<file path="config.mk">
export PLATFORM = sky130hd
export DESIGN_NAME = fgt_queue
export DESIGN_NICKNAME = d
export VERILOG_FILES = /design/src/rtl/frame_geometric_transform_assert.svh /design/src/rtl/fgt_pkg.sv /design/src/rtl/fgt_queue.sv
export SDC_FILE = /design/constraint.sdc
export NUM_CORES = 1
export LEC_CHECK = 0
export BUFFER_PORTS_ARGS = -buffer_cell sky130_fd_sc_hd__buf_2
export CAP_MARGIN = 20
export CORE_ASPECT_RATIO = 1.2
export CORE_MARGIN = 2
export CORE_UTILIZATION = 49
export CTS_BUF_LIST = sky130_fd_sc_hd__clkbuf_8
export CTS_CLUSTER_DIAMETER = 200
export DETAILED_ROUTE_END_ITERATION = 7
export PLACE_DENSITY = 0.78
export RECOVER_POWER = 25
export SLEW_MARGIN = 20
export SYNTH_ARGS = -nofsm -noshare
export SYNTH_HDL_FRONTEND = slang
export SYNTH_SLANG_ARGS = --single-unit
export TNS_END_PERCENT = 50
</file>
<file path="constraint.sdc">
create_clock -name clk_i -period 2.7 [get_ports clk_i]
set_input_delay 0.54 -clock clk_i [delete_from_list [all_inputs] [get_ports clk_i]]
set_output_delay 0.54 -clock clk_i [all_outputs]
set_load 0.03 [all_outputs]
</file>
<file path="src/rtl/frame_geometric_transform_assert.svh">
// Assertion helpers for the frame transform block.
`ifndef FRAME_GEOMETRIC_TRANSFORM_ASSERT_SVH
`define FRAME_GEOMETRIC_TRANSFORM_ASSERT_SVH

// Same-cycle implication, checked out of reset.
`define FGT_ASSERT_NOW(name, ante, cons) \
  name: assert property (@(posedge clk_i) disable iff (!rst_ni) (ante) |-> (cons)) \
    else $error("fgt assertion failed");

// Next-cycle implication, checked out of reset.
`define FGT_ASSERT_NEXT(name, ante, cons) \
  name: assert property (@(posedge clk_i) disable iff (!rst_ni) (ante) |=> (cons)) \
    else $error("fgt assertion failed");

`endif

</file>
<file path="src/rtl/fgt_pkg.sv">
package fgt_pkg;

  localparam int unsigned MAX_WIDTH  = 256;
  localparam int unsigned MAX_HEIGHT = 256;
  localparam int unsigned AW   = $clog2(MAX_WIDTH * MAX_HEIGHT);
  localparam int unsigned SZW  = 9;
  localparam int unsigned NUMW = 2 * SZW;
  localparam int unsigned CNTW = $clog2(NUMW + 1);
  localparam int unsigned PIXW = 24;
  localparam int unsigned QDEPTH = 2;
  localparam int unsigned QPW  = $clog2(QDEPTH);

  localparam logic [2:0] MODE_FLIP_H    = 3'd0;
  localparam logic [2:0] MODE_FLIP_V    = 3'd1;
  localparam logic [2:0] MODE_ROT_LEFT  = 3'd2;
  localparam logic [2:0] MODE_ROT_RIGHT = 3'd3;
  localparam logic [2:0] MODE_CROP      = 3'd4;
  localparam logic [2:0] MODE_SCALE     = 3'd5;

  localparam logic [2:0] REG_MODE       = 3'd0;
  localparam logic [2:0] REG_IN_WIDTH   = 3'd1;
  localparam logic [2:0] REG_IN_HEIGHT  = 3'd2;
  localparam logic [2:0] REG_OUT_WIDTH  = 3'd3;
  localparam logic [2:0] REG_OUT_HEIGHT = 3'd4;
  localparam logic [2:0] REG_ORIGIN_X   = 3'd5;
  localparam logic [2:0] REG_ORIGIN_Y   = 3'd6;

  localparam logic OP_LOAD  = 1'b0;
  localparam logic OP_FETCH = 1'b1;

  typedef struct packed {
    logic [2:0]     mode;
    logic [SZW-1:0] in_width;
    logic [SZW-1:0] in_height;
    logic [SZW-1:0] out_width;
    logic [SZW-1:0] out_height;
    logic [7:0]     origin_x;
    logic [7:0]     origin_y;
  } cfg_t;

  typedef struct packed {
    logic            is_load;
    logic            err;
    logic            last;
    logic [AW-1:0]   addr;
    logic [PIXW-1:0] pix;
  } cmd_t;

  function automatic logic [SZW-1:0] clamp_size(logic [SZW-1:0] v, int unsigned maxv);
    logic [SZW-1:0] res;
    res = v;
    if (v == '0) res = SZW'(1);
    else if (32'(v) > maxv) res = SZW'(maxv);
    return res;
  endfunction

endpackage

</file>
<file path="src/rtl/fgt_queue.sv">
module fgt_queue (
  input  logic          clk_i,
  input  logic          rst_ni,
  input  logic          push_i,
  input  fgt_pkg::cmd_t data_i,
  output logic          full_o,
  input  logic          pop_i,
  output logic          valid_o,
  output fgt_pkg::cmd_t data_o
);
  import fgt_pkg::*;

  cmd_t           mem_q [QDEPTH];
  logic [QPW-1:0] wp_q, rp_q;
  logic [QPW:0]   cnt_q;
  logic           do_push, do_pop;

  assign full_o  = (cnt_q == (QPW+1)'(QDEPTH));
  assign valid_o = (cnt_q != '0);
  assign data_o  = mem_q[rp_q];
  assign do_push = push_i && !full_o;
  assign do_pop  = pop_i && valid_o;

  always_ff @(posedge clk_i or negedge rst_ni) begin
    if (!rst_ni) begin
      wp_q  <= '0;
      rp_q  <= '0;
      cnt_q <= '0;
    end else begin
      if (do_push) wp_q <= wp_q + QPW'(1);
      if (do_pop) rp_q <= rp_q + QPW'(1);
      cnt_q <= cnt_q + (QPW+1)'(do_push) - (QPW+1)'(do_pop);
    end
  end

  always_ff @(posedge clk_i) begin
    if (do_push) mem_q[wp_q] <= data_i;
  end

endmodule

</file>
==> metrics.yaml, run 1 <==
detailed_routing:
  first_pass_iters: 3
  wl_per_cell_um: 16.17
  vias: 1699
  drc: 0
  drtIter0Drc: 101
  drt_wl_total_um: 5596
  vias_per_cell: 4.910
  ant_nets: 0
clocking:
  clockRootBuffer: "clkbuf_8"
  htree_levels: 3
  tritoncts: "built"
  cts_buffers: 9
  path_clk_slew_ps: 90
  cts_max_path_buffers: 2
  cts_setup_buffers: 0
  cts_sinks: 90
  clk_latency_ps: 350
min_path:
  hold_path_depth: 1
  hp-class: "in -> reg"
global_routing:
  grt_pass1_wl_um: 8569
  grt_max_degree: 44
  grt-ovfl-total: 0
  grt_usage_pct: 15.63
  antenna_found_initial: 0
  grt_pass1_vias: 1804
logic_synthesis:
  ys.warnings.count: 0
  avgSynthCellArea_um2: 22.84
  yosysSeqAreaShare_pct: 77.26
  post_synth_inst_count: 152
  synth_nets: 201
  synth-main-ff-cell: "edfxtp_1"
  synth_async_sr_flop_share_pct: 4.444
  synth-seq-cells: 90
  synthDistinctLibCells: 15
  syn-cell-area_um2: 3472
  synth_edf_count: 86
worst_setup_path:
  critPathArrivalTime_ps: 1730
  worstPathMaxFanout: 18
  crit_required_ps: 2160
  path_class: "reg -> out"
  reg2reg_depth: 7
  worst_setup_path_end_kind: "output port"
  worst_setup_path_start_kind: "flip-flop"
  max_stage_delay_ps: 630
  critPathSlowestCell: "dfrtp_2"
  worstPathCellList: "buf_12 -> mux2_4 -> buf_2"
sta:
  worst_slew_pin_slew_ps: 562.3
  fin_crit_ps: 2265
  relSlewSlack_pct: 62.51
  max_freq_ghz: 0.4415
  maxSlewViolCount: 0
  rsz0062_at_grt: "no"
  fin_crit_sh_pct: 83.89
  hold_violations: 0
  finalSetupViolCount: 0
  fin_setup_tns_ps: 0
  skew_ps: 10.53
placement:
  port_buffers: 91
  dp_hpwl_um: 3817
  place_congestion: 0.7142
power_and_ir_drop:
  p_per_area_nw_per_um2: 1179
  max-vdd-ir-drop_mv: 0.5095
  leakage_nw: 1.714
floorplan:
  die_area_um2: 7778
  ios: 92
  coreArea_um2: 6854
  start_util_pct: 50.66
  die_y_um: 96.21
  rows: 33
  die_x_um: 80.85
job:
  cap_violations: 0
finish:
  finalNetCount: 303
  drive_gt1_share_pct: 56.37
  finalCoreUtilization_pct: 62.32
  diodes: 0
  area_delta_synth_final_pct: 23.03
outcome:
  status: "finished, final reports clean"
-- final timing paths --
check / slack [ps] / from / end
max: 430 / rp_q / data_o[30]
min: 370 / data_i[15] / mem_q[1][15]
max reg2reg: 1010 / cnt_q[1] / cnt_q[1]
min reg2reg: 510 / cnt_q[1] / cnt_q[1]
max in group asynchronous: 2030 / rst_ni / rp_q
min in group asynchronous: 530 / rst_ni / cnt_q[1]
-- per-layer routing --
metal	GRT usage [%]	share of wire, %
met1	16.34	37
met2	28.37	55
met3	3.752	6.1
met4	8.898	2.1
met5	0	0
-- report_power, final --
group	leakage, nW	internal, mW	total [mW]	switching [mW]
registers	0.844	1.91	2.05	0.140
logic	0.759	0.831	2.01	1.18
clock network	0.111	0.521	0.972	0.451
total	1.71	3.26	5.04	1.77
-- area by class of cell --
cell class	instances	area, um^2
clock buffers	9	123.9
inverters	2	7.507
clock inverters	7	93.84
well taps	87	108.9
flip-flops and latches	90	2684
repair buffers	96	519.2
fillers	514	2582
multi-input cells	55	734.5
-- what timing repair did --
action                                 CTS  global route
gates resized for setup                  0             0
endpoints found under the hold margin    4             0
hold buffers                             1             0
-- through the flow --
stage	hold slack [ps]	setup slack [ps]	std cells	cell area (um^2)	power (mW)
2_1_floorplan	244.4	526.1	152	3475	3.633
3_3_place_gp	354.8	790.0	329	4058	4.100
3_5_place_dp	356.1	792.0	329	4058	4.136
4_1_cts	349.3	391.5	346	4285	5.115
5_1_grt	348.1	343.5	346	4272	5.300
6_report	371.8	434.9	346	4272	5.036
-- cell families after synthesis --
| kind of cell | count (synthesis) | share of synthesized area [%] |
|---|---|---|
| buffers and inverters | 7 | 1.838 |
| adders and majority gates | 2 | 0.7206 |
| DFF | 90 | 77.26 |
| xor gates and xnor gates | 4 | 1.009 |
| muxes | 43 | 18.16 |
| and+or+nand+nor | 6 | 1.009 |
-- critical path: cells and delay by family (launching register included) --
| family | cells | cell delay (ps) |
|---|---|---|
| multiplexers | 1 | 320 |
| flip-flops | 1 | 630 |
| buffers and inverters | 2 | 430 |
-- registers in the layout, summed over array words and instances, names as in the netlist --
| register | cells |
|---|---|
| mem_q | 86 |
| rp_q | 1 |
| wp_q | 1 |
| cnt_q | 2 |
-- cell usage after synthesis, drive strengths merged, types with 2 or more instances --
| library cell | instances | area share [%] |
|---|---|---|
| xnor2 | 3 | 0.76 |
| edfxtp | 86 | 74 |
| ha | 2 | 0.72 |
| buf | 5 | 1.6 |
| dfrtp | 4 | 2.9 |
| inv | 2 | 0.22 |
| mux2 | 43 | 18 |
-- cell usage in the layout (no fill, tap or decap), drive strengths merged --
cell | synthesis | layout
nand2b | 1 | 1
buf | 5 | 84
clkbuf | 0 | 20
clkinvlp | 0 | 1
dlygate4sd3 | 0 | 1
edfxtp | 86 | 86
ha | 2 | 2
mux2 | 43 | 43
xor2 | 1 | 1
xnor2 | 3 | 3
nor2 | 1 | 1
bufinv | 0 | 2
clkinv | 0 | 2
or2 | 1 | 1
inv | 2 | 4
nand2 | 1 | 1
dfrtp | 4 | 4
and2 | 1 | 1
and3 | 1 | 1
Power figures use the tool's default switching activity.
==> run 2: changes to the inputs <==
==> constraint.sdc (replaced) <==
create_clock -name clk_i -period 2 [get_ports clk_i]
set_input_delay 0.4 -clock clk_i [delete_from_list [all_inputs] [get_ports clk_i]]
set_output_delay 0.4 -clock clk_i [all_outputs]
set_load 0.03 [all_outputs]
==> run 2 against run 1 <==
Net effect: first-iteration DRC count decreased by 34%; cell area decreased by 0.88%; cell count increased by 0.58%; sequential cell count unchanged; sequential power increased by 32%; via count decreased by 2.0%; hold slack got worse by 120 ps; wire length decreased by 6.1%; clock power increased by 16%; critical path type unchanged.
==> metrics.yaml, run 2 (synthesis results as in run 1) <==
global_routing:
  grt_max_degree: 32
  grt_pass1_wl_um: 7700
  grt_pass1_vias: 1641
  grt_usage_pct: 13.94
  grt-ovfl-total: 0
  antenna_found_initial: 0
finish:
  finalNetCount: 305
  final_common_cell: "edfxtp_1"
  largest_registers: "mem_q: 86 flops, cnt_q: 2 flops"
  largest_reg_flops: 86
  largest-register: "mem_q"
  fin_area_um2: 4234
  area_delta_synth_final_pct: 21.95
  final_cell_mix: "86 x edfxtp_1, 84 x buf_2, 39 x mux2_4"
  n_fill_cell: 522
  diodes: 0
  drive_gt1_share_pct: 57.85
placement:
  port_buffers: 91
  dp_hpwl_um: 3668
  place_congestion: 0.7721
  placed_cell_area_um2: 4048
sta:
  finalSetupViolCount: 0
  rsz0062_at_grt: "no"
  skew_ps: 8.596
  max_freq_ghz: 0.5180
  fin_crit_ps: 1930
  maxSlewViolCount: 0
  worst_slew_pin_slew_ps: 364.2
  hold_slack_ps: 247.6
  fin_crit_sh_pct: 96.52
  fin_setup_tns_ps: 0
  relSlewSlack_pct: 75.72
  hold_violations: 0
clocking:
  htree_levels: 3
  tritoncts: "built"
  path_clk_slew_ps: 80
  cts_sinks: 90
  cts_buffers: 9
  cts_max_path_buffers: 2
  clk_latency_ps: 340
  clockRootBuffer: "clkbuf_8"
power_and_ir_drop:
  leakage_nw: 1.718
  p_per_area_nw_per_um2: 1552
  max-vdd-ir-drop_mv: 0.8888
worst_setup_path:
  path_class: "reg -> out"
  critPathArrivalTime_ps: 1530
  cp.depth: 3
  max_stage_delay_ps: 390
  cpLargestDelayFamily: "buffers and inverters"
  reg2reg_depth: 7
  worst_setup_path_end_kind: "output port"
  path_buf_inv: 2
  worstPathCellList: "buf_12 -> mux2_2 -> buf_2"
  worst_setup_path_start_kind: "flip-flop"
  crit_required_ps: 1600
  worstPathMaxFanout: 31
  critPathSlowestCell: "dfrtp_2"
floorplan:
  die_x_um: 80.85
  ios: 92
  start_util_pct: 50.66
  coreArea_um2: 6854
  rows: 33
  die_area_um2: 7778
  die_y_um: 96.21
detailed_routing:
  drtIter0Drc: 67
  vias: 1665
  first_pass_iters: 4
  drt_wl_total_um: 5255
  vias_per_cell: 4.784
  drc: 0
  ant_nets: 0
  wl_per_cell_um: 15.10
min_path:
  hold_path_depth: 1
  hp-class: "in -> reg"
outcome:
  status: "finished, final reports clean"
job:
  cap_violations: 0
-- run 2: final timing paths --
path | startpoint | end | slack, ps
min in group asynchronous | rst_ni | cnt_q[0] | 400
max in group asynchronous | rst_ni | rp_q | 1470
min reg2reg | cnt_q[1] | cnt_q[1] | 510
max reg2reg | cnt_q[1] | cnt_q[1] | 280
min | data_i[10] | mem_q[1][10] | 250
max | rp_q | data_o[31] | 70
-- run 2: metal layers --
layer	global-route usage (%)	vias up	routed length, um
met4	6.073	0	91
met5	0	-	0
met3	5.159	8	324
met1	14.40	808	1967
met2	25.07	51	2871
li1	-	798	-
-- run 2: power breakdown --
part | switching (mW) | internal (mW) | leakage (nW) | total, mW
clock network | 0.564 | 0.564 | 0.102 | 1.13
logic | 1.63 | 1.10 | 0.772 | 2.73
registers | 0.126 | 2.58 | 0.844 | 2.71
-- run 2: through the flow --
step | cells | setup WS (ps) | utilization, % | total power, mW
global route | 348 | 5.129 | 61.77 | 6.905
global placement | 331 | 384.0 | 59.05 | 5.475
finish | 348 | 69.57 | 61.77 | 6.571
detailed placement | 331 | 285.4 | 59.05 | 5.536
floorplan | 152 | 21.62 | - | 4.908
CTS | 348 | 42.77 | 61.90 | 6.673
-- run 2: repair_timing --
action / 4_1_cts / 5_1_grt
setup endpoints to repair: 0 / 0
setup buffers: 0 / 0
hold buffers: 1 / 0
resized for setup: 0 / 0
hold endpoints to repair: 4 / 0
-- run 2: cell type report --
type	count	area, um^2	share of cell area [%]
Clock buffer	9	123.9	2.926
Multi-Input combinational cell	55	734.5	17.35
Inverter	2	7.507	0.1773
Clock inverter	7	61.31	1.448
Sequential cell	90	2684	63.39
Timing Repair Buffer	98	514.2	12.15
Tap cell	87	108.9	2.571
==> run 3: changes to the inputs <==
==> constraint.sdc (replaced) <==
create_clock -name clk_i -period 2 [get_ports clk_i]
set_input_delay 0.2 -clock clk_i [delete_from_list [all_inputs] [get_ports clk_i]]
set_output_delay 0.2 -clock clk_i [all_outputs]
set_load 0.03 [all_outputs]
==> run 3 against run 2 <==
Net effect: count of clock-buffer cells in the layout stayed put; critical path depth stayed put; register-to-register slack hardly changed; hold slack worse by 210 ps; clock skew is 2.3 ps higher; total power is 2.2% higher; core utilization is 0.66 points higher; cell area is 1.1% higher; maximum frequency is 4.2% higher; sequential share of layout area is 0.67 points lower; wire length is 0.65% lower; first-iteration DRC count is 16% lower.
==> metrics.yaml, run 3 (synthesis results as in run 1) <==
worst_setup_path:
  worst_setup_path_end_kind: "output port"
  worstPathMaxFanout: 42
  reg2reg_depth: 7
  reg2reg_slack_ps: 280
  crit_required_ps: 1800
  critPathArrivalTime_ps: 1650
  reg2reg_from: "cnt_q[1]"
  worst_setup_path_start_kind: "flip-flop"
  startpoint: "rp_q"
  r2r-end: "cnt_q[1]"
  path_class: "reg -> out"
power_and_ir_drop:
  netSwitchingFraction_pct: 34.55
  combPwrFrac_pct: 40.9
  p_per_area_nw_per_um2: 1569
  max-vdd-ir-drop_mv: 1.066
  p_int_mw: 4.395
  p_sw_mw: 2.319
  pwr-share-clk_pct: 18.6
  leakage_nw: 1.729
  power_frac_seq_pct: 40.4
min_path:
  hp-start: "data_i[4]"
  hp-class: "in -> reg"
  min_to: "mem_q[0][4]"
  hold_path_depth: 1
clocking:
  path_clk_slew_ps: 80
  cts_buffers: 9
  clk_latency_ps: 340
  cts_max_path_buffers: 2
  cts_setup_buffers: 0
  clockRootBuffer: "clkbuf_8"
  tritoncts: "built"
  htree_levels: 3
  cts_sinks: 90
placement:
  place_congestion: 0.7627
  dpl.cell_count: 330
  port_buffers: 91
  dpl_worst_slack_ps: 309.1
  dp_hpwl_um: 3671
sta:
  setup_ws_ps: 148.1
  maxSlewViolCount: 0
  relSlewSlack_pct: 71.87
  rsz0062_at_grt: "no"
  fin_setup_tns_ps: 0
  worst_slew_pin_slew_ps: 422.0
  skew_ps: 10.90
  max_freq_ghz: 0.5400
  hold_violations: 0
  fin_crit_sh_pct: 92.60
  fin_crit_ps: 1852
  finalSetupViolCount: 0
finish:
  finalCoreUtilization_pct: 62.43
  stdcell_count: 349
  largest_reg_flops: 86
  final_common_cell: "edfxtp_1"
  drive_gt1_share_pct: 56.92
  largest_registers: "mem_q: 86 flops, cnt_q: 2 flops"
  area_delta_synth_final_pct: 23.24
  final_cell_mix: "86 x edfxtp_1, 82 x buf_2, 39 x mux2_4"
  largest-register: "mem_q"
  finalNetCount: 304
job:
  cap_violations: 0
outcome:
  status: "finished, final reports clean"
floorplan:
  die_area_um2: 7778
  coreArea_um2: 6854
  die_y_um: 96.21
  ios: 92
  start_util_pct: 50.66
  die_x_um: 80.85
  rows: 33
global_routing:
  antenna_found_initial: 2
  grt_max_degree: 43
  grt_usage_pct: 13.88
  grt_pass1_vias: 1688
  grt_pass1_wl_um: 7603
  grt-ovfl-total: 0
detailed_routing:
  vias_per_cell: 4.774
  wl_per_cell_um: 14.96
  first_pass_iters: 4
  vias: 1666
  drtIter0Drc: 56
  ant_nets: 0
  drt_wl_total_um: 5221
  drc: 0
==> run 3: cell count changes in the layout (fill, tap and decap cells not counted) <==
cell       previous run  this run
inv_1                 3         4
clkinv_2              3         2
buf_12                1         3
clkbuf_1              7         9
diode_2               0         2
bufinv_16             1         2
buf_4                 5         2
clkinv_1              1         0
buf_2                84        82
==> run 3: worst max-delay path, stage by stage (launching register included) <==
cell     delay [ps]
dfrtp_2         420
buf_12          280
mux2_2          380
buf_2           180
==> run 3: how the worst max path moves through the flow <==
stage                              to  slack, ps  cells after the start
final                      data_o[38]        150                      3
after global routing       data_o[39]         80                      3
after CTS                  data_o[38]        120                      3
after detailed placement     cnt_q[1]        310                      7
after global placement       cnt_q[1]        380                      7
after floorplan           mem_q[1][0]         20                      2
==> run 3: routing by layer <==
layer / up-vias / share of wire (%) / GRT usage [%]
li1: 800 / - / -
met1: 802 / 37 / 13.33
met2: 50 / 55 / 24.93
met3: 14 / 4.9 / 3.659
met4: 0 / 3.2 / 10.59
met5: - / 0 / 0
==> run 3: metrics by stage <==
| step | power (mW) | cell area (um^2) | hold WS, ps |
|---|---|---|---|
| 4_1_cts | 6.816 | 4285 | 16.80 |
| 5_1_grt | 7.037 | 4279 | 15.21 |
| 3_3_place_gp | 5.509 | 4065 | 8.009 |
| 3_5_place_dp | 5.558 | 4065 | 9.121 |
| 6_report | 6.714 | 4279 | 40.62 |
| 2_1_floorplan | 4.908 | 3480 | -95.59 |
==> run 3: power groups by stage <==
stage	sequential, mW	clock [mW]	combinational [mW]
after floorplan	2.72	0	2.19
after global routing	2.75	1.37	2.91
after detailed placement	2.76	0	2.80
after global placement	2.73	0	2.78
after CTS	2.72	1.29	2.80
final	2.71	1.25	2.75
==> run 3: what timing repair did <==
action / 4_1_cts / 5_1_grt
hold buffers: 1 / 0
gates resized for setup: 0 / 0
hold endpoints to repair: 4 / 0
==> run 3: area by class of cell <==
type                       count  area, um^2
antenna                        2       5.005
clock buffer                   9       123.9
timing repair buffer          97       529.3
inverter                       2       7.507
tap                           87       108.9
sequential                    90        2684
multi-input combinational     55       734.5
fill                         532        2575
clock inverter                 7       86.33
