File: src/rtl/frame_geometric_transform_assert.svh
// Assertion helpers for the frame transform block.
`ifndef FRAME_GEOMETRIC_TRANSFORM_ASSERT_SVH
`define FRAME_GEOMETRIC_TRANSFORM_ASSERT_SVH

// Same-cycle implication, checked out of reset.
`define FGT_ASSERT_NOW(name, ante, cons) \
  name: assert property (@(posedge clk_i) disable iff (!rst_ni) (ante) |-> (cons)) \
    else $error("fgt assertion failed");

// Next-cycle implication, checked out of reset.
`define FGT_ASSERT_NEXT(name, ante, cons) \
  name: assert property (@(posedge clk_i) disable iff (!rst_ni) (ante) |=> (cons)) \
    else $error("fgt assertion failed");

`endif

File: src/rtl/fgt_pkg.sv
package fgt_pkg;

  localparam int unsigned MAX_WIDTH  = 256;
  localparam int unsigned MAX_HEIGHT = 256;
  localparam int unsigned AW   = $clog2(MAX_WIDTH * MAX_HEIGHT);
  localparam int unsigned SZW  = 9;
  localparam int unsigned NUMW = 2 * SZW;
  localparam int unsigned CNTW = $clog2(NUMW + 1);
  localparam int unsigned PIXW = 24;
  localparam int unsigned QDEPTH = 2;
  localparam int unsigned QPW  = $clog2(QDEPTH);

  localparam logic [2:0] MODE_FLIP_H    = 3'd0;
  localparam logic [2:0] MODE_FLIP_V    = 3'd1;
  localparam logic [2:0] MODE_ROT_LEFT  = 3'd2;
  localparam logic [2:0] MODE_ROT_RIGHT = 3'd3;
  localparam logic [2:0] MODE_CROP      = 3'd4;
  localparam logic [2:0] MODE_SCALE     = 3'd5;

  localparam logic [2:0] REG_MODE       = 3'd0;
  localparam logic [2:0] REG_IN_WIDTH   = 3'd1;
  localparam logic [2:0] REG_IN_HEIGHT  = 3'd2;
  localparam logic [2:0] REG_OUT_WIDTH  = 3'd3;
  localparam logic [2:0] REG_OUT_HEIGHT = 3'd4;
  localparam logic [2:0] REG_ORIGIN_X   = 3'd5;
  localparam logic [2:0] REG_ORIGIN_Y   = 3'd6;

  localparam logic OP_LOAD  = 1'b0;
  localparam logic OP_FETCH = 1'b1;

  typedef struct packed {
    logic [2:0]     mode;
    logic [SZW-1:0] in_width;
    logic [SZW-1:0] in_height;
    logic [SZW-1:0] out_width;
    logic [SZW-1:0] out_height;
    logic [7:0]     origin_x;
    logic [7:0]     origin_y;
  } cfg_t;

  typedef struct packed {
    logic            is_load;
    logic            err;
    logic            last;
    logic [AW-1:0]   addr;
    logic [PIXW-1:0] pix;
  } cmd_t;

  function automatic logic [SZW-1:0] clamp_size(logic [SZW-1:0] v, int unsigned maxv);
    logic [SZW-1:0] res;
    res = v;
    if (v == '0) res = SZW'(1);
    else if (32'(v) > maxv) res = SZW'(maxv);
    return res;
  endfunction

endpackage

File: src/rtl/fgt_front.sv
module fgt_front (
  input  logic          clk_i,
  input  logic          rst_ni,
  input  fgt_pkg::cfg_t cfg_i,
  input  logic          push_i,
  input  logic          op_i,
  input  logic [7:0]    in_red_i,
  input  logic [7:0]    in_green_i,
  input  logic [7:0]    in_blue_i,
  output logic          busy_o,
  input  logic          q_full_i,
  output logic          q_push_o,
  output fgt_pkg::cmd_t q_data_o
);
  import fgt_pkg::*;

  localparam logic [2:0] ST_IDLE = 3'd0;
  localparam logic [2:0] ST_DIV  = 3'd1;
  localparam logic [2:0] ST_MUL  = 3'd2;
  localparam logic [2:0] ST_PUSH = 3'd3;

  logic [2:0]      st_q, st_d;
  logic [SZW-1:0]  row_q, row_d, col_q, col_d;
  logic [SZW-1:0]  r_q, r_d, c_q, c_d;
  logic [NUMW-1:0] nr_q, nr_d, nc_q, nc_d;
  logic [SZW:0]    rr_q, rr_d, rc_q, rc_d;
  logic [CNTW-1:0] cnt_q, cnt_d;
  logic [AW-1:0]   prod_q, prod_d, coli_q, coli_d;
  logic [AW-1:0]   lptr_q, lptr_d;
  cmd_t            cmd_q, cmd_d;

  logic [SZW-1:0] w, h, cw, ch, ow, oh, r, c;
  logic           wrap, crop_bad, last, accept;
  logic [SZW:0]   tr, tc;
  logic [AW-1:0]  rsel, csel;

  always_comb begin
    w  = clamp_size(cfg_i.in_width, MAX_WIDTH);
    h  = clamp_size(cfg_i.in_height, MAX_HEIGHT);
    cw = clamp_size(cfg_i.out_width, MAX_WIDTH);
    ch = clamp_size(cfg_i.out_height, MAX_HEIGHT);
    if (cfg_i.mode == MODE_ROT_LEFT || cfg_i.mode == MODE_ROT_RIGHT) begin
      ow = h;
      oh = w;
    end else if (cfg_i.mode == MODE_CROP || cfg_i.mode == MODE_SCALE) begin
      ow = cw;
      oh = ch;
    end else begin
      ow = w;
      oh = h;
    end
    wrap = (row_q >= oh) || (col_q >= ow);
    r = wrap ? '0 : row_q;
    c = wrap ? '0 : col_q;
    crop_bad = (cfg_i.mode == MODE_CROP) &&
               (((SZW+1)'(cfg_i.origin_x) + (SZW+1)'(cw) > (SZW+1)'(w)) ||
                ((SZW+1)'(cfg_i.origin_y) + (SZW+1)'(ch) > (SZW+1)'(h)));
    last = (r == oh - SZW'(1)) && (c == ow - SZW'(1));
    accept = push_i && (st_q == ST_IDLE);
  end

  // Source row and column for each mode.
  always_comb begin
    rsel = AW'(r_q);
    csel = AW'(c_q);
    unique case (cfg_i.mode)
      MODE_FLIP_H: begin
        rsel = AW'(r_q);
        csel = AW'(w) - AW'(1) - AW'(c_q);
      end
      MODE_FLIP_V: begin
        rsel = AW'(h) - AW'(1) - AW'(r_q);
        csel = AW'(c_q);
      end
      MODE_ROT_LEFT: begin
        rsel = AW'(h) - AW'(1) - AW'(c_q);
        csel = AW'(r_q);
      end
      MODE_ROT_RIGHT: begin
        rsel = AW'(c_q);
        csel = AW'(w) - AW'(1) - AW'(r_q);
      end
      MODE_CROP: begin
        rsel = AW'(r_q) + AW'(h) - AW'(cfg_i.origin_y) - AW'(ch);
        csel = AW'(cfg_i.origin_x) + AW'(c_q);
      end
      MODE_SCALE: begin
        rsel = AW'(nr_q);
        csel = AW'(nc_q);
      end
      default: begin
        rsel = AW'(r_q);
        csel = AW'(c_q);
      end
    endcase
  end

  always_comb begin
    st_d   = st_q;
    row_d  = row_q;
    col_d  = col_q;
    r_d    = r_q;
    c_d    = c_q;
    nr_d   = nr_q;
    nc_d   = nc_q;
    rr_d   = rr_q;
    rc_d   = rc_q;
    cnt_d  = cnt_q;
    prod_d = prod_q;
    coli_d = coli_q;
    lptr_d = lptr_q;
    cmd_d  = cmd_q;
    tr = '0;
    tc = '0;
    unique case (st_q)
      ST_IDLE: begin
        if (accept) begin
          if (op_i == OP_LOAD) begin
            cmd_d  = '{is_load: 1'b1, err: 1'b0, last: 1'b0, addr: '0,
                       pix: {in_red_i, in_green_i, in_blue_i}};
            prod_d = lptr_q;
            coli_d = '0;
            lptr_d = lptr_q + AW'(1);
            st_d   = ST_PUSH;
          end else if (cfg_i.mode > MODE_SCALE) begin
            st_d = ST_IDLE;
          end else if (crop_bad) begin
            cmd_d  = '{is_load: 1'b0, err: 1'b1, last: 1'b1, addr: '0, pix: '0};
            prod_d = '0;
            coli_d = '0;
            st_d   = ST_PUSH;
          end else begin
            cmd_d = '{is_load: 1'b0, err: 1'b0, last: last, addr: '0, pix: '0};
            r_d = r;
            c_d = c;
            // advance in raster order
            if (c + SZW'(1) >= ow) begin
              col_d = '0;
              row_d = (r + SZW'(1) >= oh) ? '0 : r + SZW'(1);
            end else begin
              col_d = c + SZW'(1);
              row_d = r;
            end
            if (cfg_i.mode == MODE_SCALE) begin
              nr_d  = r * h;
              nc_d  = c * w;
              rr_d  = '0;
              rc_d  = '0;
              cnt_d = '0;
              st_d  = ST_DIV;
            end else begin
              st_d = ST_MUL;
            end
          end
        end
      end
      ST_DIV: begin
        // one quotient bit per cycle for both dividers
        tr = {rr_q[SZW-1:0], nr_q[NUMW-1]};
        tc = {rc_q[SZW-1:0], nc_q[NUMW-1]};
        if (tr >= (SZW+1)'(oh)) begin
          rr_d = tr - (SZW+1)'(oh);
          nr_d = {nr_q[NUMW-2:0], 1'b1};
        end else begin
          rr_d = tr;
          nr_d = {nr_q[NUMW-2:0], 1'b0};
        end
        if (tc >= (SZW+1)'(ow)) begin
          rc_d = tc - (SZW+1)'(ow);
          nc_d = {nc_q[NUMW-2:0], 1'b1};
        end else begin
          rc_d = tc;
          nc_d = {nc_q[NUMW-2:0], 1'b0};
        end
        cnt_d = cnt_q + CNTW'(1);
        if (cnt_q == CNTW'(NUMW - 1)) st_d = ST_MUL;
      end
      ST_MUL: begin
        prod_d = AW'(rsel * AW'(w));
        coli_d = csel;
        st_d   = ST_PUSH;
      end
      ST_PUSH: begin
        if (!q_full_i) st_d = ST_IDLE;
      end
      default: st_d = ST_IDLE;
    endcase
  end

  always_ff @(posedge clk_i or negedge rst_ni) begin
    if (!rst_ni) begin
      st_q   <= ST_IDLE;
      row_q  <= '0;
      col_q  <= '0;
      lptr_q <= '0;
    end else begin
      st_q   <= st_d;
      row_q  <= row_d;
      col_q  <= col_d;
      lptr_q <= lptr_d;
    end
  end

  always_ff @(posedge clk_i) begin
    r_q    <= r_d;
    c_q    <= c_d;
    nr_q   <= nr_d;
    nc_q   <= nc_d;
    rr_q   <= rr_d;
    rc_q   <= rc_d;
    cnt_q  <= cnt_d;
    prod_q <= prod_d;
    coli_q <= coli_d;
    cmd_q  <= cmd_d;
  end

  always_comb begin
    busy_o   = (st_q != ST_IDLE);
    q_push_o = (st_q == ST_PUSH);
    q_data_o = cmd_q;
    q_data_o.addr = prod_q + coli_q;
  end

endmodule

File: config.mk
export PLATFORM = sky130hd
export DESIGN_NAME = fgt_front
export DESIGN_NICKNAME = d
export VERILOG_FILES = /design/src/rtl/frame_geometric_transform_assert.svh /design/src/rtl/fgt_pkg.sv /design/src/rtl/fgt_front.sv
export SDC_FILE = /design/constraint.sdc
export NUM_CORES = 1
export LEC_CHECK = 0
export BUFFER_PORTS_ARGS = -buffer_cell sky130_fd_sc_hd__buf_2
export CAP_MARGIN = 20
export CORE_MARGIN = 4
export CORE_UTILIZATION = 47
export CTS_CLUSTER_SIZE = 16
export DETAILED_ROUTE_END_ITERATION = 8
export RECOVER_POWER = 50
export SETUP_SLACK_MARGIN = 0.15
export SLEW_MARGIN = 20
export SYNTH_ARGS = -nofsm -noshare
export SYNTH_HDL_FRONTEND = slang
export SYNTH_SLANG_ARGS = --single-unit
File: constraint.sdc
create_clock -name clk_i -period 21.5 [get_ports clk_i]
set_clock_uncertainty 0.05 [all_clocks]
set_input_delay 1.075 -clock clk_i [delete_from_list [all_inputs] [get_ports clk_i]]
set_output_delay 1.075 -clock clk_i [all_outputs]
set_load 0.005 [all_outputs]
==> results_dict.tcl, run 1 <==
set metrics [dict create \
    required_ns 21.70 \
    yosysMostFrequentCell "inv_1" \
    grt_pass1_vias 20200 \
    hold_viol_final 0 \
    nets 3341 \
    die_h_um 230 \
    leakage_uw 0.0117 \
    antenna_left 0 \
    drc 0 \
    yosysTopAreaCell "edfxtp_1" \
    ys_seq_area_frac 0.214 \
    netlist_area_sq_um 23200 \
    cts_buffers 17 \
    yosys-top-cells-count "inv_1 (378), nand2_1 (317), ha_1 (284)" \
    place_congestion 1.00 \
    yosys_register_bits 172 \
    cts_setup_buffers 0 \
    synth_compound_area_frac 0.149 \
    cts_tree "yes" \
    finalWorstSetupSlack_ns 10.95 \
    status "finished with violations" \
    slew_viol_final 191 \
    clock_sinks 172 \
    grt_pass1_wl_um 116000 \
    first_iter_violations 1427 \
    syn_avg_cell_area_sq_um 8.65 \
    fmax_ghz 0.0948 \
    synth-simple-area-share 0.164 \
    tns_ns 0 \
    synthDistinctLibCells 89 \
    grt_usage 0.284 \
    drive_gt1_frac 0.0843 \
    dp_hpwl_um 60400 \
    place_area_sq_um 24700 \
    synth-adder-area-share 0.313 \
    pin_count 129 \
    vias_per_cell 5.74 \
    antenna_found_initial 4 \
    portBuffers 128 \
    max_cap_viol_count 5 \
    wl_per_cell_um 21.5 \
    drt_wl_total_um 74500 \
    rsz0062_at_grt "false" \
    async_flop_share 0.209 \
    syn_nets 3240 \
    place_ws_ns 10.56 \
    clockBufferDepth 2 \
    startpoint_type "primary input" \
    critPathBufInv 6 \
    die_w_um 230 \
    final_cell_area_sq_um 25200 \
    hold_buffers 0 \
    ys.flop_type "edfxtp_1" \
    yosys.area.top_type_share 0.176 \
    synth-xor-area-share 0.0684 \
    worstSkewPairLatency_ns 0.51 \
    drt-pass1-iter-count 6 \
    violations "max-capacitance violations, max-slew violations" \
    critPathSlowestCell "nor2b_1" \
    setup_viol 0 \
    synth_area_leaders "edfxtp_1 (18%), fa_1 (16%), ha_1 (15%)" \
    dieArea_sq_um 53100 \
    root_buffer "clkbuf_16" \
    fin_crit_ns 10.55 \
    htree_levels 4 \
    synth_edf_count 136 \
    worst_pin_slew_ns 3.95 \
    synthMuxAreaShare 0.0132 \
    cp.arrival_ns 10.75 \
    crit_type "in -> reg" \
    num_rows 81 \
    path_max_fanout 22 \
    area_delta_synth_final_pct 8.50 \
    ir_drop_uv 83.2 \
    powerDensity_nw_per_um2 104 \
    ys.warnings.count 0 \
    cp_top_family "adder cells" \
    cts_resized 0 \
    grt_start_max_net_pins 60 \
    hold_class "reg -> reg" \
    synth_top_family_by_area "adder cells" \
    vias 19900 \
    slew_headroom -1.63 \
    endpoint_kind "flip-flop" \
    grt_overflow 0 \
    timing.final.crit_share 0.491 \
    critPathMaxStageDelay_ns 0.71 \
    path_clk_slew_ns 0.07 \
    coreArea_sq_um 49000 \
    initial_utilization 0.475 \
    syn_inst 2686 \
]
==> report_power, final <==
part	internal (uW)	switching, uW
clock	165	160
combinational	660	1030
sequential	531	89.4
total	1360	1280
==> per-layer routing <==
metal | global-route usage | wire length, um | part of all wire
met5 | 0 | 13 | 0.00017
met4 | 0.108 | 2860 | 0.038
met3 | 0.0432 | 5530 | 0.074
met2 | 0.467 | 34400 | 0.46
met1 | 0.380 | 31700 | 0.43
==> sequential cells by signal, indices dropped and copies added (netlist names), 16 cells and up <==
signal,count
q_data_o,27
nc_q,18
nr_q,18
coli_q,16
lptr_q,16
prod_q,16
==> cell families after synthesis <==
logic type	count (synthesis)
adder cells (fa/ha/maj)	470
buffers and inverters	474
flip-flops	172
AND/OR/NAND/NOR	829
AO/OA/AOI/OAI	532
XOR/XNOR	180
multiplexers	29
==> final timing paths <==
kind / from / endpoint / slack (ns) / cells after the start
worst max-delay path: cfg_i[42] / prod_q[15]$_DFFE_PP_ / 10.95 / 39
worst min-delay path: lptr_q[15]$_DFFE_PN0P_ / lptr_q[15]$_DFFE_PN0P_ / 0.42 / 1
worst max register to register: r_q[1]$_DFFE_PP_ / prod_q[15]$_DFFE_PP_ / 11.97 / 35
worst min register to register: lptr_q[15]$_DFFE_PN0P_ / lptr_q[15]$_DFFE_PN0P_ / 0.42 / 1
max in group asynchronous: rst_ni / col_q[0]$_DFFE_PN0P_ / 18.42 / 2
min in group asynchronous: rst_ni / lptr_q[2]$_DFFE_PN0P_ / 1.46 / 2
==> layout make-up <==
type / instances / area, sq um
Fill cell: 4704 / 23700
Sequential cell: 172 / 4980
Clock inverter: 15 / 170
Timing Repair Buffer: 160 / 842
Inverter: 396 / 1490
Clock buffer: 17 / 425
Antenna cell: 1 / 2.50
Multi-Input combinational cell: 2040 / 16500
Tap cell: 664 / 831
==> layout by cell type, fill, tap and decap left out, drive strengths merged, types with 20 or more instances in the layout <==
| cell type | instances |
|---|---|
| fa | 186 |
| and2 | 25 |
| dfrtp | 36 |
| xor2 | 48 |
| o31ai | 20 |
| nor2b | 71 |
| xnor2 | 131 |
| edfxtp | 136 |
| clkbuf | 41 |
| nor2 | 219 |
| nor3 | 33 |
| inv | 394 |
| buf | 136 |
| ha | 284 |
| o21ai | 153 |
| a21o | 49 |
| nand2b | 31 |
| a21oi | 127 |
| nand3 | 63 |
| nand2 | 318 |
==> stage by stage <==
| stage | hold slack, ns | instances | power, uW | util |
|---|---|---|---|---|
| after floorplan | 0.396 | 2686 | 1810 | - |
| after global placement | 0.425 | 3432 | 2260 | 0.504 |
| after detailed placement | 0.421 | 3432 | 2300 | 0.504 |
| after CTS | 0.433 | 3464 | 2640 | 0.516 |
| after global routing | 0.458 | 3464 | 2880 | 0.515 |
| final | 0.425 | 3465 | 2630 | 0.515 |
(Power assumes the default switching activity.)
==> run 2: changes to the inputs <==
- ABC_AREA: not set -> 1
- PLACE_DENSITY: not set -> 0.66
- clock period: 21.5 -> 8.7 ns (I/O delays scaled with it)
==> run 2 against run 1 <==
Net effect:
- the run still ends with max-capacitance violations, max-slew violations left
- largest cell class unchanged
- die area up 2.4%
- clock power is 140% higher
- sequential power up 130%
- largest power group unchanged
- register-to-register slack got worse by 11 ns
- critical path depth increased by 12
- critical path type unchanged
==> results_dict.tcl, run 2 <==
set metrics [dict create \
    area_delta_synth_final_pct 9.74 \
    hold_viol_final 0 \
    ys.warnings.count 0 \
    drt-pass1-iter-count 6 \
    critPathMaxStageDelay_ns 0.52 \
    ys.flop_type "edfxtp_1" \
    fmax_ghz 0.126 \
    worst_pin_slew_ns 3.79 \
    async_flop_share 0.209 \
    htree_levels 4 \
    status "finished with violations" \
    antenna_left 0 \
    cp_top_family "adder cells" \
    synth_area_leaders "edfxtp_1 (17%), fa_1 (16%), ha_1 (15%)" \
    syn_inst 3147 \
    drt_wl_total_um 71100 \
    layout_common_cells "nand2_1 (650), inv_1 (600), nor2_1 (343), ha_1 (284), fa_1 (185)" \
    reg2reg_from "r_q[4]$_DFFE_PP_" \
    largest_register_ffs 27 \
    slew_headroom -1.53 \
    finalWorstSetupSlack_ns 0.740 \
    setup_viol 0 \
    cts_tree "yes" \
    hold_class "in -> reg" \
    r2r_slack_ns 0.78 \
    fin_crit_ns 7.96 \
    nFillCells 4957 \
    rr_worst_depth 45 \
    grt_start_max_net_pins 60 \
    worstSkewPairLatency_ns 0.48 \
    holdWs_ns 0.183 \
    place_ws_ns 0.0496 \
    multiInputGateArea_sq_um 16200 \
    endpoint_kind "flip-flop" \
    max_cap_viol_count 5 \
    yosys.area.top_type_share 0.171 \
    leakage_uw 0.0136 \
    critPathBufInv 11 \
    vias 21100 \
    rsz0062_at_grt "true" \
    ys_seq_area_frac 0.209 \
    coreArea_sq_um 50200 \
    root_buffer "clkbuf_16" \
    grt_overflow 0 \
    startpoint_type "primary input" \
    die_w_um 233 \
    worst_path_most_repeated_cell "nand2_1" \
    dp_cells 3957 \
    final_cells 3991 \
    antenna_found_initial 2 \
    initial_utilization 0.475 \
    drc 0 \
    synth_edf_count 136 \
    tns_ns 0 \
    dp_hpwl_um 58300 \
    die_h_um 233 \
    drive_gt1_frac 0.0988 \
    grt_pass1_wl_um 112000 \
    first_iter_violations 1635 \
    yosys-top-cells-count "nand2_1 (650), inv_1 (602), nor2_1 (342)" \
    pin_count 129 \
    critPathSlowestCell "fa_1" \
    nets 3860 \
    clock_sinks 172 \
    slew_viol_final 189 \
    syn_nets 3701 \
    hold_start "in_blue_i[6]" \
    yosysMostFrequentCell "nand2_1" \
    grt_pass1_vias 20300 \
    seqCellArea_sq_um 4980 \
    netlist_area_sq_um 23800 \
    path_max_fanout 6 \
    grt_usage 0.265 \
    final_common_cell "nand2_1" \
    whs_path_depth 3 \
    cts_buffers 17 \
    crit_type "in -> reg" \
    worstHoldEndpoint "q_data_o[6]$_SDFFCE_PP0P_" \
    powerDensity_nw_per_um2 233 \
    synthDistinctLibCells 65 \
    cp.arrival_ns 8.15 \
    required_ns 8.89 \
    syn_avg_cell_area_sq_um 7.57 \
    timing.final.crit_share 0.915 \
    yosys_register_bits 172 \
    clockBufferDepth 2 \
    path_clk_slew_ns 0.08 \
    place_congestion 0.975 \
    yosysTopAreaCell "edfxtp_1" \
    fin_util 0.521 \
    wl_per_cell_um 17.8 \
    violations "max-capacitance violations, max-slew violations" \
    reg2reg_to "prod_q[15]$_DFFE_PP_" \
    antenna_cells 0 \
    portBuffers 128 \
    vias_per_cell 5.29 \
    dieArea_sq_um 54400 \
    ir_drop_uv 156 \
    num_rows 82 \
]
## run 2: cell types whose count changed in the layout (fill, tap and decap cells not counted), sizes merged, moves of 32 or more
| cell | change |
|---|---|
| nand2 | +365 |
| inv | +243 |
| nor2 | +148 |
| xnor2 | -103 |
| nor2b | -71 |
| nand3 | +50 |
| a21oi | +46 |
| a21o | -41 |
| buf | +34 |
| xor2 | +32 |
## run 2: worst max path at each step
| stage | from | end | cells after the start |
|---|---|---|---|
| global placement | cfg_i[38] | prod_q[15]$_DFFE_PP_ | 50 |
| detailed placement | cfg_i[36] | prod_q[15]$_DFFE_PP_ | 50 |
| finish | cfg_i[36] | prod_q[15]$_DFFE_PP_ | 51 |
| floorplan | cfg_i[38] | prod_q[15]$_DFFE_PP_ | 49 |
| global route | r_q[5]$_DFFE_PP_ | prod_q[15]$_DFFE_PP_ | 43 |
| CTS | cfg_i[36] | prod_q[15]$_DFFE_PP_ | 50 |
## run 2: report_power, final
group / switching (uW) / total, uW / internal [uW] / leakage (uW)
clock: 397 / 777 / 380 / 0.000273
sequential: 142 / 1440 / 1300 / 0.00173
combinational: 2480 / 3880 / 1410 / 0.0116
total: 3020 / 6100 / 3090 / 0.0136
## run 2: cell families after synthesis
logic type / count (synthesis) / share of synthesized area
AO/OA/AOI/OAI: 462 / 0.112
XOR/XNOR: 108 / 0.0397
adder cells (fa/ha/maj): 470 / 0.305
buffers and inverters: 703 / 0.113
flip-flops: 172 / 0.209
AND/OR/NAND/NOR: 1232 / 0.221
## run 2: cell type report
| type | instances | share of cell area |
|---|---|---|
| sequential | 172 | 0.191 |
| timing repair buffer | 205 | 0.0446 |
| multi-input combinational | 2272 | 0.619 |
| tap | 672 | 0.0322 |
| inverter | 638 | 0.0918 |
| clock inverter | 15 | 0.00584 |
| clock buffer | 17 | 0.0163 |
## run 2: what timing repair did
action,in CTS,in global routing
hold buffers,0,1
hold endpoints to repair,0,36
setup endpoints to repair,0,4
buffers inserted,0,1
gates resized for setup,0,11
## run 2: worst register-to-register path, delay by kind of cell (launching register included)
family,cells,cell delay [ns]
fa+ha+maj,8,3.50
simple gates,18,1.84
compound gates,7,0.91
buf+inv,11,0.73
flops,1,0.47
xor+xnor,1,0.15
## run 2: metrics by stage
step	area [sq um]	total power (uW)
floorplan	23800	4190
finish	26200	6100
CTS	26200	6120
global placement	25600	5270
global route	26200	6740
detailed placement	25600	5320
## run 2: per-layer routing
metal,part of all wire,track usage
met1,0.43,0.355
met2,0.44,0.428
met3,0.075,0.0396
met4,0.048,0.117
met5,0.00055,0
==> run 3: changes to the inputs <==
- REMOVE_ABC_BUFFERS: not set -> 1
==> run 3 against run 2 <==
Net effect:
- the run still ends with max-capacitance violations, max-slew violations left
- routed wire length rose by 0.35%
- utilization down 0.15 points
- via count decreased by 0.14%
- combinational power is essentially flat
- die area did not move
- non-clock buffer count fell by 9
- sequential power about the same
- first-iteration DRC count up 11%
- register-to-register slack improved by 0.03 ns
- hold slack better by 0.0027 ns
==> results_dict.tcl, run 3 (synthesis gave the netlist of run 2 again) <==
set metrics [dict create \
    drt-pass1-iter-count 8 \
    wl_per_cell_um 17.9 \
    leakage_uw 0.0136 \
    startpoint_type "primary input" \
    area_delta_synth_final_pct 9.42 \
    htree_levels 4 \
    hold_class "in -> reg" \
    max_cap_viol_count 3 \
    slew_headroom -1.59 \
    portBuffers 128 \
    worst_pin_slew_ns 3.89 \
    hold_viol_final 0 \
    crit_type "in -> reg" \
    grt_start_max_net_pins 60 \
    final_common_cell "nand2_1" \
    die_h_um 233 \
    antenna_found_initial 2 \
    drt_wl_total_um 71400 \
    dp_cells 3948 \
    ir_drop_uv 143 \
    vias 21100 \
    initial_utilization 0.475 \
    rsz0062_at_grt "false" \
    reg2reg_from "r_q[4]$_DFFE_PP_" \
    grt_pass1_vias 20600 \
    final_cells 3983 \
    powerDensity_nw_per_um2 233 \
    die_w_um 233 \
    num_rows 82 \
    fin_crit_ns 7.92 \
    timing.final.crit_share 0.910 \
    cts_buffers 17 \
    fin_util 0.520 \
    root_buffer "clkbuf_16" \
    cts_tree "yes" \
    largest_register_ffs 27 \
    nFillCells 4913 \
    hold_start "in_green_i[5]" \
    cp-startpoint "cfg_i[16]" \
    critPathMaxStageDelay_ns 0.59 \
    grt_overflow 0 \
    endpoint_kind "flip-flop" \
    path_clk_slew_ns 0.07 \
    layout_common_cells "nand2_1 (650), inv_1 (602), nor2_1 (343), ha_1 (284), fa_1 (185)" \
    fmax_ghz 0.126 \
    status "finished with violations" \
    required_ns 8.86 \
    grt_pass1_wl_um 113000 \
    nets 3851 \
    worstSkewPairLatency_ns 0.49 \
    vias_per_cell 5.29 \
    tns_ns 0 \
    place_congestion 0.975 \
    clock_sinks 172 \
    pin_count 129 \
    path_max_fanout 9 \
    violations "max-capacitance violations, max-slew violations" \
    drc 0 \
    clockBufferDepth 2 \
    first_iter_violations 1812 \
    dieArea_sq_um 54400 \
    dp_hpwl_um 58200 \
    coreArea_sq_um 50200 \
    antenna_left 0 \
    drive_gt1_frac 0.0958 \
    worst_path_most_repeated_cell "nor2_1" \
    cp.arrival_ns 8.08 \
    setup_viol 0 \
    critPathSlowestCell "fa_1" \
    power_uw 6070 \
    grt_usage 0.268 \
    slew_viol_final 126 \
]
## run 3: path summary, 6_finish.rpt
| path | to | slack, ns | depth (start not counted) |
|---|---|---|---|
| worst max register to register | prod_q[15]$_DFFE_PP_ | 0.81 | 45 |
| max in group asynchronous | row_q[5]$_DFFE_PN0P_ | 5.80 | 2 |
| worst min register to register | lptr_q[10]$_DFFE_PN0P_ | 0.42 | 1 |
| worst min-delay path | q_data_o[13]$_SDFFCE_PP0P_ | 0.19 | 3 |
| worst max-delay path | nc_q[17]$_DFFE_PP_ | 0.78 | 48 |
| min in group asynchronous | st_q[0]$_DFFE_PN0P_ | 1.28 | 2 |
## run 3: power breakdown
group | leakage, uW | internal, uW | switching [uW]
clock network | 0.000281 | 381 | 402
registers | 0.00173 | 1300 | 142
logic | 0.0116 | 1390 | 2460
total | 0.0136 | 3070 | 3010
## run 3: what timing repair did
action / in CTS / in global routing
resized for setup: 0 / 5
setup endpoints to repair: 0 / 2
hold buffers: 0 / 1
hold endpoints to repair: 0 / 36
buffers inserted: 0 / 1
## run 3: layout make-up
class                      instances  area (sq um)  area share
multi-input combinational       2272         16200       0.620
timing repair buffer             196          1110      0.0425
clock inverter                    15           146     0.00561
sequential                       172          4980       0.191
tap                              672           841      0.0322
clock buffer                      17           425      0.0163
inverter                         638          2400      0.0921
antenna                            1          2.50   0.0000960
## run 3: through the flow
stage | cell area, sq um | hold slack, ns | setup WS (ns)
global route | 26100 | 0.180 | 0.168
CTS | 26100 | 0.0941 | 0.633
floorplan | 23500 | 0.0894 | 0.699
global placement | 25500 | 0.411 | 0.210
finish | 26100 | 0.186 | 0.781
detailed placement | 25500 | 0.410 | 0.118
## run 3: per-layer routing
metal  share of wire  vias up  track usage
met5         0.00018        -            0
met4           0.048        2        0.115
met3           0.085      168       0.0560
met2            0.44      806        0.423
met1            0.43     9755        0.356
li1                -    10300            -
## run 3: critical path: cells and delay by family
kind	cells	cell delay, ns
AOI/OAI and AO/OA	11	1.40
adders and majority gates	6	2.08
buffers and inverters	7	0.78
and+or+nand+nor	24	3.35
